## config.mk

```make
export PLATFORM = sky130hd
export DESIGN_NAME = prfs_sine
export DESIGN_NICKNAME = d
export VERILOG_FILES = /design/src/hdl/prfs_pkg.sv /design/src/hdl/prfs_sine.sv
export SDC_FILE = /design/constraint.sdc
export NUM_CORES = 2
export LEC_CHECK = 0
export ABC_CLOCK_PERIOD_IN_PS = 11450
export BUFFER_PORTS_ARGS = -buffer_cell sky130_fd_sc_hd__buf_2
export CAP_MARGIN = 20
export CORE_AREA = 10 10 377 379
export CTS_CLUSTER_SIZE = 16
export DETAILED_ROUTE_END_ITERATION = 10
export DIE_AREA = 0 0 387 389
export PLACE_DENSITY = 0.55
export SETUP_SLACK_MARGIN = 0.05
export SLEW_MARGIN = 5
export SYNTH_ARGS = -nofsm -noshare
export SYNTH_HDL_FRONTEND = slang
export SYNTH_SLANG_ARGS = --single-unit
```

## constraint.sdc

```tcl
create_clock -name clk -period 11.45 [get_ports clk]
set_input_delay 1.145 -clock clk [delete_from_list [all_inputs] [get_ports clk]]
set_output_delay 1.145 -clock clk [all_outputs]
set_load 0.02 [all_outputs]
```

## src/hdl/prfs_pkg.sv

```systemverilog
// Package for the point rotation pipeline: widths, turn constants, reciprocals
// and stage numbering. No dependencies.
package prfs_pkg;

  localparam int TRIG_FRAC_BITS = 16;

  localparam int COORD_W = 32;
  localparam int ANG_W   = 24;

  localparam int FULL_TURN    = 92160;
  localparam int HALF_TURN    = 46080;
  localparam int QUARTER_TURN = 23040;

  // one turn = TURN_ODD * 2^TURN_LOW_W
  localparam int TURN_LOW_W = 11;
  localparam int TURN_ODD   = 45;
  localparam int NEG_W      = ANG_W + 1;
  localparam int V45_W      = 14;
  localparam int OFS45      = TURN_ODD * 92;
  localparam int S45        = 20;
  localparam int K45_W      = 15;
  localparam logic [K45_W-1:0] K45 = K45_W'(((1 << S45) + TURN_ODD - 1) / TURN_ODD);
  localparam int PROD45_W   = V45_W + K45_W;
  localparam int Q45_W      = PROD45_W - S45;
  localparam int REM45_W    = 6;
  localparam int R0_W       = REM45_W + TURN_LOW_W;
  localparam int RW         = R0_W + 1;
  localparam int MAG_W      = 16;
  localparam int MAGP_W     = 2 * MAG_W;

  // m = floor(p * 2^F / (2^DEN_SHIFT * DEN_ODD)), p = a * (HALF_TURN - a)
  localparam int PW         = 30;
  localparam int DEN_SHIFT  = 18;
  localparam int DEN_ODD    = 2025;
  localparam int PD_SH      = (TRIG_FRAC_BITS >= DEN_SHIFT) ? 0 : DEN_SHIFT - TRIG_FRAC_BITS;
  localparam int K_SH       = (TRIG_FRAC_BITS >= DEN_SHIFT) ? TRIG_FRAC_BITS - DEN_SHIFT : 0;
  localparam int S2025      = 41;
  localparam int K2025_W    = 31;
  localparam logic [K2025_W-1:0] K2025 =
    K2025_W'(((64'd1 << S2025) + 64'(DEN_ODD) - 64'd1) / 64'(DEN_ODD));
  localparam int QX_W       = PW + K2025_W;
  localparam int Q0_W       = 19;
  localparam int RM0_W      = 11;
  localparam int FRX_W      = RM0_W + K_SH;
  localparam int FX_W       = FRX_W + K2025_W;
  localparam int MQ_W       = Q0_W + K_SH;

  // sine magnitude and refinement, 9/40 = 9 / 2^3 / 5
  localparam int MW         = TRIG_FRAC_BITS + 1;
  localparam int TW         = TRIG_FRAC_BITS + 2;
  localparam int MM_W       = 2 * MW;
  localparam int REFINE_NUM = 9;
  localparam int REFINE_SH  = 3;
  localparam int REFINE_ODD = 5;
  localparam int D9_W       = MW + 4;
  localparam int X5_W       = TRIG_FRAC_BITS + 2;
  localparam int S5         = TRIG_FRAC_BITS + 6;
  localparam int K5_W       = TRIG_FRAC_BITS + 4;
  localparam logic [K5_W-1:0] K5 =
    K5_W'(((64'd1 << S5) + 64'(REFINE_ODD) - 64'd1) / 64'(REFINE_ODD));
  localparam int P5_W       = X5_W + K5_W;

  // rotation
  localparam int DIFF_W     = COORD_W + 1;
  localparam int PRD_W      = TW + DIFF_W;
  localparam int SUM_W      = PRD_W + 1;
  localparam int SHR_W      = SUM_W - TRIG_FRAC_BITS;
  localparam int RES_W      = SHR_W + 1;

  // stage numbering
  localparam int ST_SIN_FIRST = 5;
  localparam int ST_SIN_LAST  = 13;
  localparam int N_STAGES     = 16;

endpackage

```

## src/hdl/prfs_sine.sv

```systemverilog
// Pipelined parabolic sine with refinement, stages ST_SIN_FIRST..ST_SIN_LAST.
// Takes angle magnitude and sign; depends on prfs_pkg.
module prfs_sine (
  input  logic                                                clk,
  input  logic [prfs_pkg::ST_SIN_LAST:prfs_pkg::ST_SIN_FIRST] en,
  input  logic [prfs_pkg::MAG_W-1:0]                          mag,
  input  logic                                                neg,
  output logic signed [prfs_pkg::TW-1:0]                      sine
);
  import prfs_pkg::*;

  logic [ST_SIN_LAST-1:ST_SIN_FIRST] neg_r;

  logic [MAGP_W-1:0]       p_full;
  logic [PW-1:0]           p_r;
  logic [PW-1:0]           pd_nxt;
  logic [PW-1:0]           pd_r;
  logic [QX_W-1:0]         qx_r;
  logic [Q0_W-1:0]         q0_nxt;
  logic [Q0_W-1:0]         q0_r;
  logic [Q0_W-1:0]         q0_8_r;
  logic [RM0_W-1:0]        rem0_r;
  logic [FRX_W-1:0]        frx;
  logic [FX_W-1:0]         fx_r;
  logic [MW-1:0]           m_nxt;
  logic [MW-1:0]           m9_r;
  logic [MW-1:0]           m10_r;
  logic [MW-1:0]           m11_r;
  logic [MW-1:0]           m12_r;
  logic [MM_W-1:0]         mm_r;
  logic [MW-1:0]           m2;
  logic [MW-1:0]           d;
  logic [D9_W-1:0]         d9;
  logic [X5_W-1:0]         x5_r;
  logic [P5_W-1:0]         p5_r;
  logic [MW-1:0]           t;
  logic [MW-1:0]           mp;
  logic signed [TW-1:0]    sine_r;

  always_comb begin
    p_full = MAGP_W'(mag) * MAGP_W'(MAG_W'(HALF_TURN) - mag);
    pd_nxt = p_r >> PD_SH;
    q0_nxt = Q0_W'(qx_r >> S2025);
    frx    = FRX_W'(rem0_r) << K_SH;
    m_nxt  = MW'((MQ_W'(q0_8_r) << K_SH) + MQ_W'(fx_r >> S2025));
    m2     = MW'(mm_r >> TRIG_FRAC_BITS);
    d      = m10_r - m2;
    d9     = D9_W'(d) * D9_W'(REFINE_NUM);
    t      = MW'(p5_r >> S5);
    mp     = m12_r - t;
  end

  always_ff @(posedge clk) begin
    if (en[ST_SIN_FIRST]) begin
      p_r                 <= p_full[PW-1:0];
      neg_r[ST_SIN_FIRST] <= neg;
    end
    for (int i = ST_SIN_FIRST + 1; i < ST_SIN_LAST; i++) begin
      if (en[i]) begin
        neg_r[i] <= neg_r[i-1];
      end
    end
    if (en[ST_SIN_FIRST+1]) begin
      pd_r <= pd_nxt;
      qx_r <= QX_W'(pd_nxt) * QX_W'(K2025);
    end
    if (en[ST_SIN_FIRST+2]) begin
      q0_r   <= q0_nxt;
      rem0_r <= RM0_W'(pd_r - PW'(q0_nxt) * PW'(DEN_ODD));
    end
    if (en[ST_SIN_FIRST+3]) begin
      q0_8_r <= q0_r;
      fx_r   <= FX_W'(frx) * FX_W'(K2025);
    end
    if (en[ST_SIN_FIRST+4]) begin
      m9_r <= m_nxt;
    end
    if (en[ST_SIN_FIRST+5]) begin
      mm_r  <= MM_W'(m9_r) * MM_W'(m9_r);
      m10_r <= m9_r;
    end
    if (en[ST_SIN_FIRST+6]) begin
      x5_r  <= X5_W'(d9 >> REFINE_SH);
      m11_r <= m10_r;
    end
    if (en[ST_SIN_FIRST+7]) begin
      p5_r  <= P5_W'(x5_r) * P5_W'(K5);
      m12_r <= m11_r;
    end
    if (en[ST_SIN_LAST]) begin
      sine_r <= neg_r[ST_SIN_LAST-1] ? -TW'(mp) : TW'(mp);
    end
  end

  assign sine = sine_r;

endmodule

```

* Word level (Yosys, flattened, before mapping)
Index checks and enable logic that the tools add are counted.
Word-level totals: register bits after elaboration 370, latch bits 0, bits in writable memories 0, memory bits (read-only) 0, input bits 27, output and inout port bits 18, word-level logic and storage cells 38, memories kept 0
Cells by class: $add $sub $neg 6, multipliers 7, divide/modulo/power cells 0, $lt $le $gt $ge 0, equality and inequality tests 0, shift-type cells 0, mux-type cells 1, bitwise logic cells 0, reduce and logical (&&, ||, !) cells 0
Operator list (count):
- 28-bit by 31-bit multiplier with 59-bit output, second input constant | 1
- 11-bit by 31-bit multiplier with 42-bit output, second input constant | 1
- 18-bit by 20-bit multiplier with 38-bit output, second input constant | 1
- 17-bit by 17-bit multiplier with 33-bit output | 1
- 17-bit by 17-bit multiplier with 30-bit output | 1
- 17-bit by 4-bit multiplier with 21-bit output, second input constant | 1
- 18-bit by 11-bit multiplier with 11-bit output, second input constant | 1
- 17-bit negation with 18-bit output | 1
- 17-bit by 1-bit adder with 17-bit output | 1
- 17-bit 2-to-1 mux | 1
- 16-bit by 16-bit subtractor with 17-bit output, first input constant | 1
- 17-bit by 16-bit subtractor with 17-bit output | 1
- 17-bit subtractor | 1
- 11-bit subtractor | 1

* Longest topological paths before layout
depth in word-level cells 3, depth in mapped cells 35, gate-level depth less buffers 32

* Worst setup path before layout
OpenSTA, ideal clock, no wires.
path type input to register, start point in mag[0] in the netlist's numbering, end point reg p_r[29], data pin, library setup time 272 ps, arrival time 8288 ps, required time 11178 ps, path slack 2890 ps, stages 34, path buffers 3, cell sequence clkbuf_1 -> inv_1 -> clkbuf_1 -> ha_1 -> nand2b_1 -> nor4_1 -> nand2_1 -> a21oi_1 -> inv_1 -> and3_1 -> inv_1 -> ha_1 -> clkbuf_1 -> nand2b_1 -> fa_1 -> fa_1 -> inv_1 -> fa_1 -> fa_1 -> fa_1 -> inv_1 -> fa_1 -> inv_1 -> ha_1 -> a21oi_1 -> o21bai_1 -> a21oi_1 -> nor2_1 -> nor2_1 -> o21ai_0 -> o31ai_1 -> a21oi_2 -> mux2i_1 -> or4b_1
On the way: word-level cells in the longest chain between the ends 2
Ends and longest elaborated chain:
- start: declaration | RTL line prfs_sine.sv:6 | input logic [prfs_pkg::MAG_W-1:0] mag,
- 16-bit by 16-bit subtractor with 17-bit output | RTL line prfs_sine.sv:41 | p_full = MAGP_W'(mag) * MAGP_W'(MAG_W'(HALF_TURN) - mag);
- 17-bit by 17-bit multiplier with 30-bit output * | RTL line prfs_sine.sv:41
- named net p_full[29] | RTL line prfs_sine.sv:14 | logic [MAGP_W-1:0] p_full;
- end signal: assignment | RTL line prfs_sine.sv:55 | p_r <= p_full[PW-1:0];
- end: declaration | RTL line prfs_sine.sv:15 | logic [PW-1:0] p_r;
The timed path passes the listed nets; every way through them passes the cells marked *. A chain may end at the register's enable or synchronous reset.

* Final worst setup path
Ends and elaborated chain as after synthesis.

==> summary.txt <==
Hold path
  • Type of the most critical hold path: reg2reg

Timing
  • Max Slew Vio Count: 0
  • Clock Skews: 30.4 ps
  • Setup total negative slack: 0 ps
  • Final hold violation count: 0
  • Final worst setup slack: 2500 ps
  • Unrepaired setup endpoints after global routing: no
  • Final count of negative-setup-slack endpoints: 0
  • Ratio of final minimum period to clock period: 78.2%
  • Post-layout min period: 8950 ps
  • Top achievable clock speed: 112 MHz
  • Slew headroom: 32.6%
  • Transition time at the pin with the least slew margin: 1010 ps

Synth
  • Number of synthesis warnings: 0
  • Netlist cell types: 74
  • Gate Count Post-Synth: 4518
  • Number of enable flip-flop cells after synthesis: 247
  • Mapped cell area: 0.0469 mm^2
  • Flops & latches, synth: 247
  • Share of synthesized flip-flops with an asynchronous set or reset: 0%
  • Sequential area share after synthesis: 15.8%
  • Syn Nets: 6188
  • Synth Area per Inst: 10.4 um^2
  • Leading register cell type out of synthesis: sky130_fd_sc_hd__edfxtp_1

Global route
  • GRT Resource Usage Total: 13.8%
  • Total congestion overflow: 0
  • Initial antenna violation count: 6
  • Via count of the first global-routing pass: 32.3k
  • Wire length of the first global-routing pass: 169 mm
  • Largest net degree at the start of global routing: 37

Place
  • Placed cell areas: 0.0491 mm^2
  • IO Port Bufs: 44
  • HPWL after detailed placement: 87.2 mm
  • Place WS: 1920 ps
  • Post-Place Cells: 6283
  • Global placer's final weighted congestion: 0.878

Critical path
  • Delay of the slowest cell on the worst path: 690 ps
  • Data arrival at the endpoint of the critical path: 9290 ps
  • Worst setup EP type: flop
  • Critical-path maximum fanout: 24
  • Top delay family on crit path: adder cells
  • Startpoint Class: input port
  • Cell with the largest stage delay on the worst path: sky130_fd_sc_hd__o21ai_1
  • Buffering stage count on the worst path with inverters included: 7
  • Critical Setup Path Class: in2reg
  • Required time at the worst-slack endpoint: 11790 ps

Clock network
  • # hold bufs at CTS: 0
  • PostCTS Resize Cnt: 0
  • Clk slew on worst S/H paths: 70 ps
  • CTS tree: built
  • Setup fix buffers added after clock tree synthesis: 0
  • Clock tree buffer depth: 3
  • Worst skew pair latency: 600 ps
  • Clock Root Buffer: sky130_fd_sc_hd__clkbuf_16
  • Number of clock buffers inserted by TritonCTS: 28
  • Number of levels the H-tree was split into: 1
  • Clk sinks: 247

Layout
  • Multi-input gate area in the final layout: 0.0344 mm^2
  • Most frequent cells in the layout: sky130_fd_sc_hd__inv_1 (1284), sky130_fd_sc_hd__ha_1 (862), sky130_fd_sc_hd__fa_1 (781), sky130_fd_sc_hd__edfxtp_1 (247), sky130_fd_sc_hd__nand2b_1 (142)
  • Final nets: 6202
  • Commonest non-fill, non-tap cell in the layout: sky130_fd_sc_hd__inv_1
  • Number of non-filler instances in the completed layout: 6336
  • Filler instances: 13.5k
  • Post-route design area: 0.0500 mm^2
  • Layout-stage area growth over the synthesis result: 6.72%
  • Share of final-layout standard cells stronger than drive strength 1: 2.59%
  • Storage element area: 0.00742 mm^2

Detailed routing
  • DR pass1 iterations: 5
  • Routed wire length: 102 mm
  • Average detailed-routed wire length per instance: 16.1 um
  • Initial DRC Count: 1002
  • Number of antenna-violating nets in the routed design: 0
  • DRC viols: 0
  • Average vias per placed instance: 4.62
  • Via count: 29.3k

Run status
  • Run status: completed

Floorplanning
  • Initial Utilization: 34.8%
  • Core region area: 0.135 mm^2
  • Placement Rows: 135
  • Top-Level Pins: 45
  • Horizontal die dimension: 387 um
  • Chip Height: 389 um
  • Area of the die: 0.151 mm^2

Job
  • Maximum capacitance violations: 0
-- metal layers --
metal | part of all wire [%] | GRT usage [%] | up-vias
met5 | 0.032 | 0 | -
met4 | 2.1 | 2.62 | 4
li1 | - | - | 14100
met2 | 50 | 24.8 | 379
met1 | 45 | 17.7 | 14700
met3 | 3.3 | 1.72 | 113
-- synthesized netlist by cell type (all sizes together), types with 68 or more instances --
master  number  area, um^2
a21oi      103         538
edfxtp     247        7420
o21ai       68         340
fa         781       15600
nand2b     142         888
inv       1284        4820
nor2       123         462
nor2b       80         500
ha         862       10800
and2        93         582
nand2      139         522
xnor2      138        1220
-- worst paths after layout --
path | from | cells after the start | slack, ps | end
max | mag[0] | 32 | 2500 | p_r[29]
min | m11_r[6] | 0 | 420 | m12_r[6]
max reg2reg | p_r[9] | 23 | 3570 | qx_r[57]
min reg2reg | m11_r[6] | 0 | 420 | m12_r[6]
-- metrics by stage --
step           hold WS (ps)  utilization [%]
6_report                417             37.1
5_1_grt                 424             37.1
4_1_cts                 405             37.1
3_5_place_dp            405             36.5
3_3_place_gp            401             36.5
2_1_floorplan           400                -
-- worst register-to-register path, delay by kind of cell, from the launching register on --
family / cells / cell delay (ps)
simple gates: 2 / 810
compound gates: 6 / 1790
buf+inv: 6 / 440
fa+ha+maj: 8 / 3720
xor+xnor: 1 / 160
flops: 1 / 720
-- cells by family (layout without fill, tap and decap cells) --
kind of cell / after synthesis / in the layout / share of synthesized area [%]
AOI/OAI and AO/OA: 361 / 361 / 5.15
xor gates and xnor gates: 181 / 181 / 3.40
adders and majority gates: 1643 / 1643 / 56.4
buffers and inverters: 1348 / 1383 / 10.8
DFF: 247 / 247 / 15.8
muxes: 3 / 3 / 0.0668
other: 0 / 2 / 0
and+or+nand+nor: 735 / 735 / 8.36
-- cell type report --
class	instances	area share, %
multi-input cells	2923	68.7
well taps	1781	4.46
clock buffers	32	1.43
diodes	2	0.0100
flip-flops and latches	247	14.8
repair buffers	47	0.485
clock inverters	19	0.400
inverters	1285	9.65
-- state kept, by name (all words and copies together), names as in the netlist --
register	cells
p_r	28
qx_r	18
sine	18
x5_r	18
m10_r	17
m11_r	17
m12_r	17
m9_r	17
mm_r	17
q0_8_r	17
q0_r	17
p5_r	16
frx	11
pd_r	10
neg_r	8
fx_r	1
Power is not shown: default switching activity piles up to over one toggle a cycle in this logic, so the estimate is an artifact.
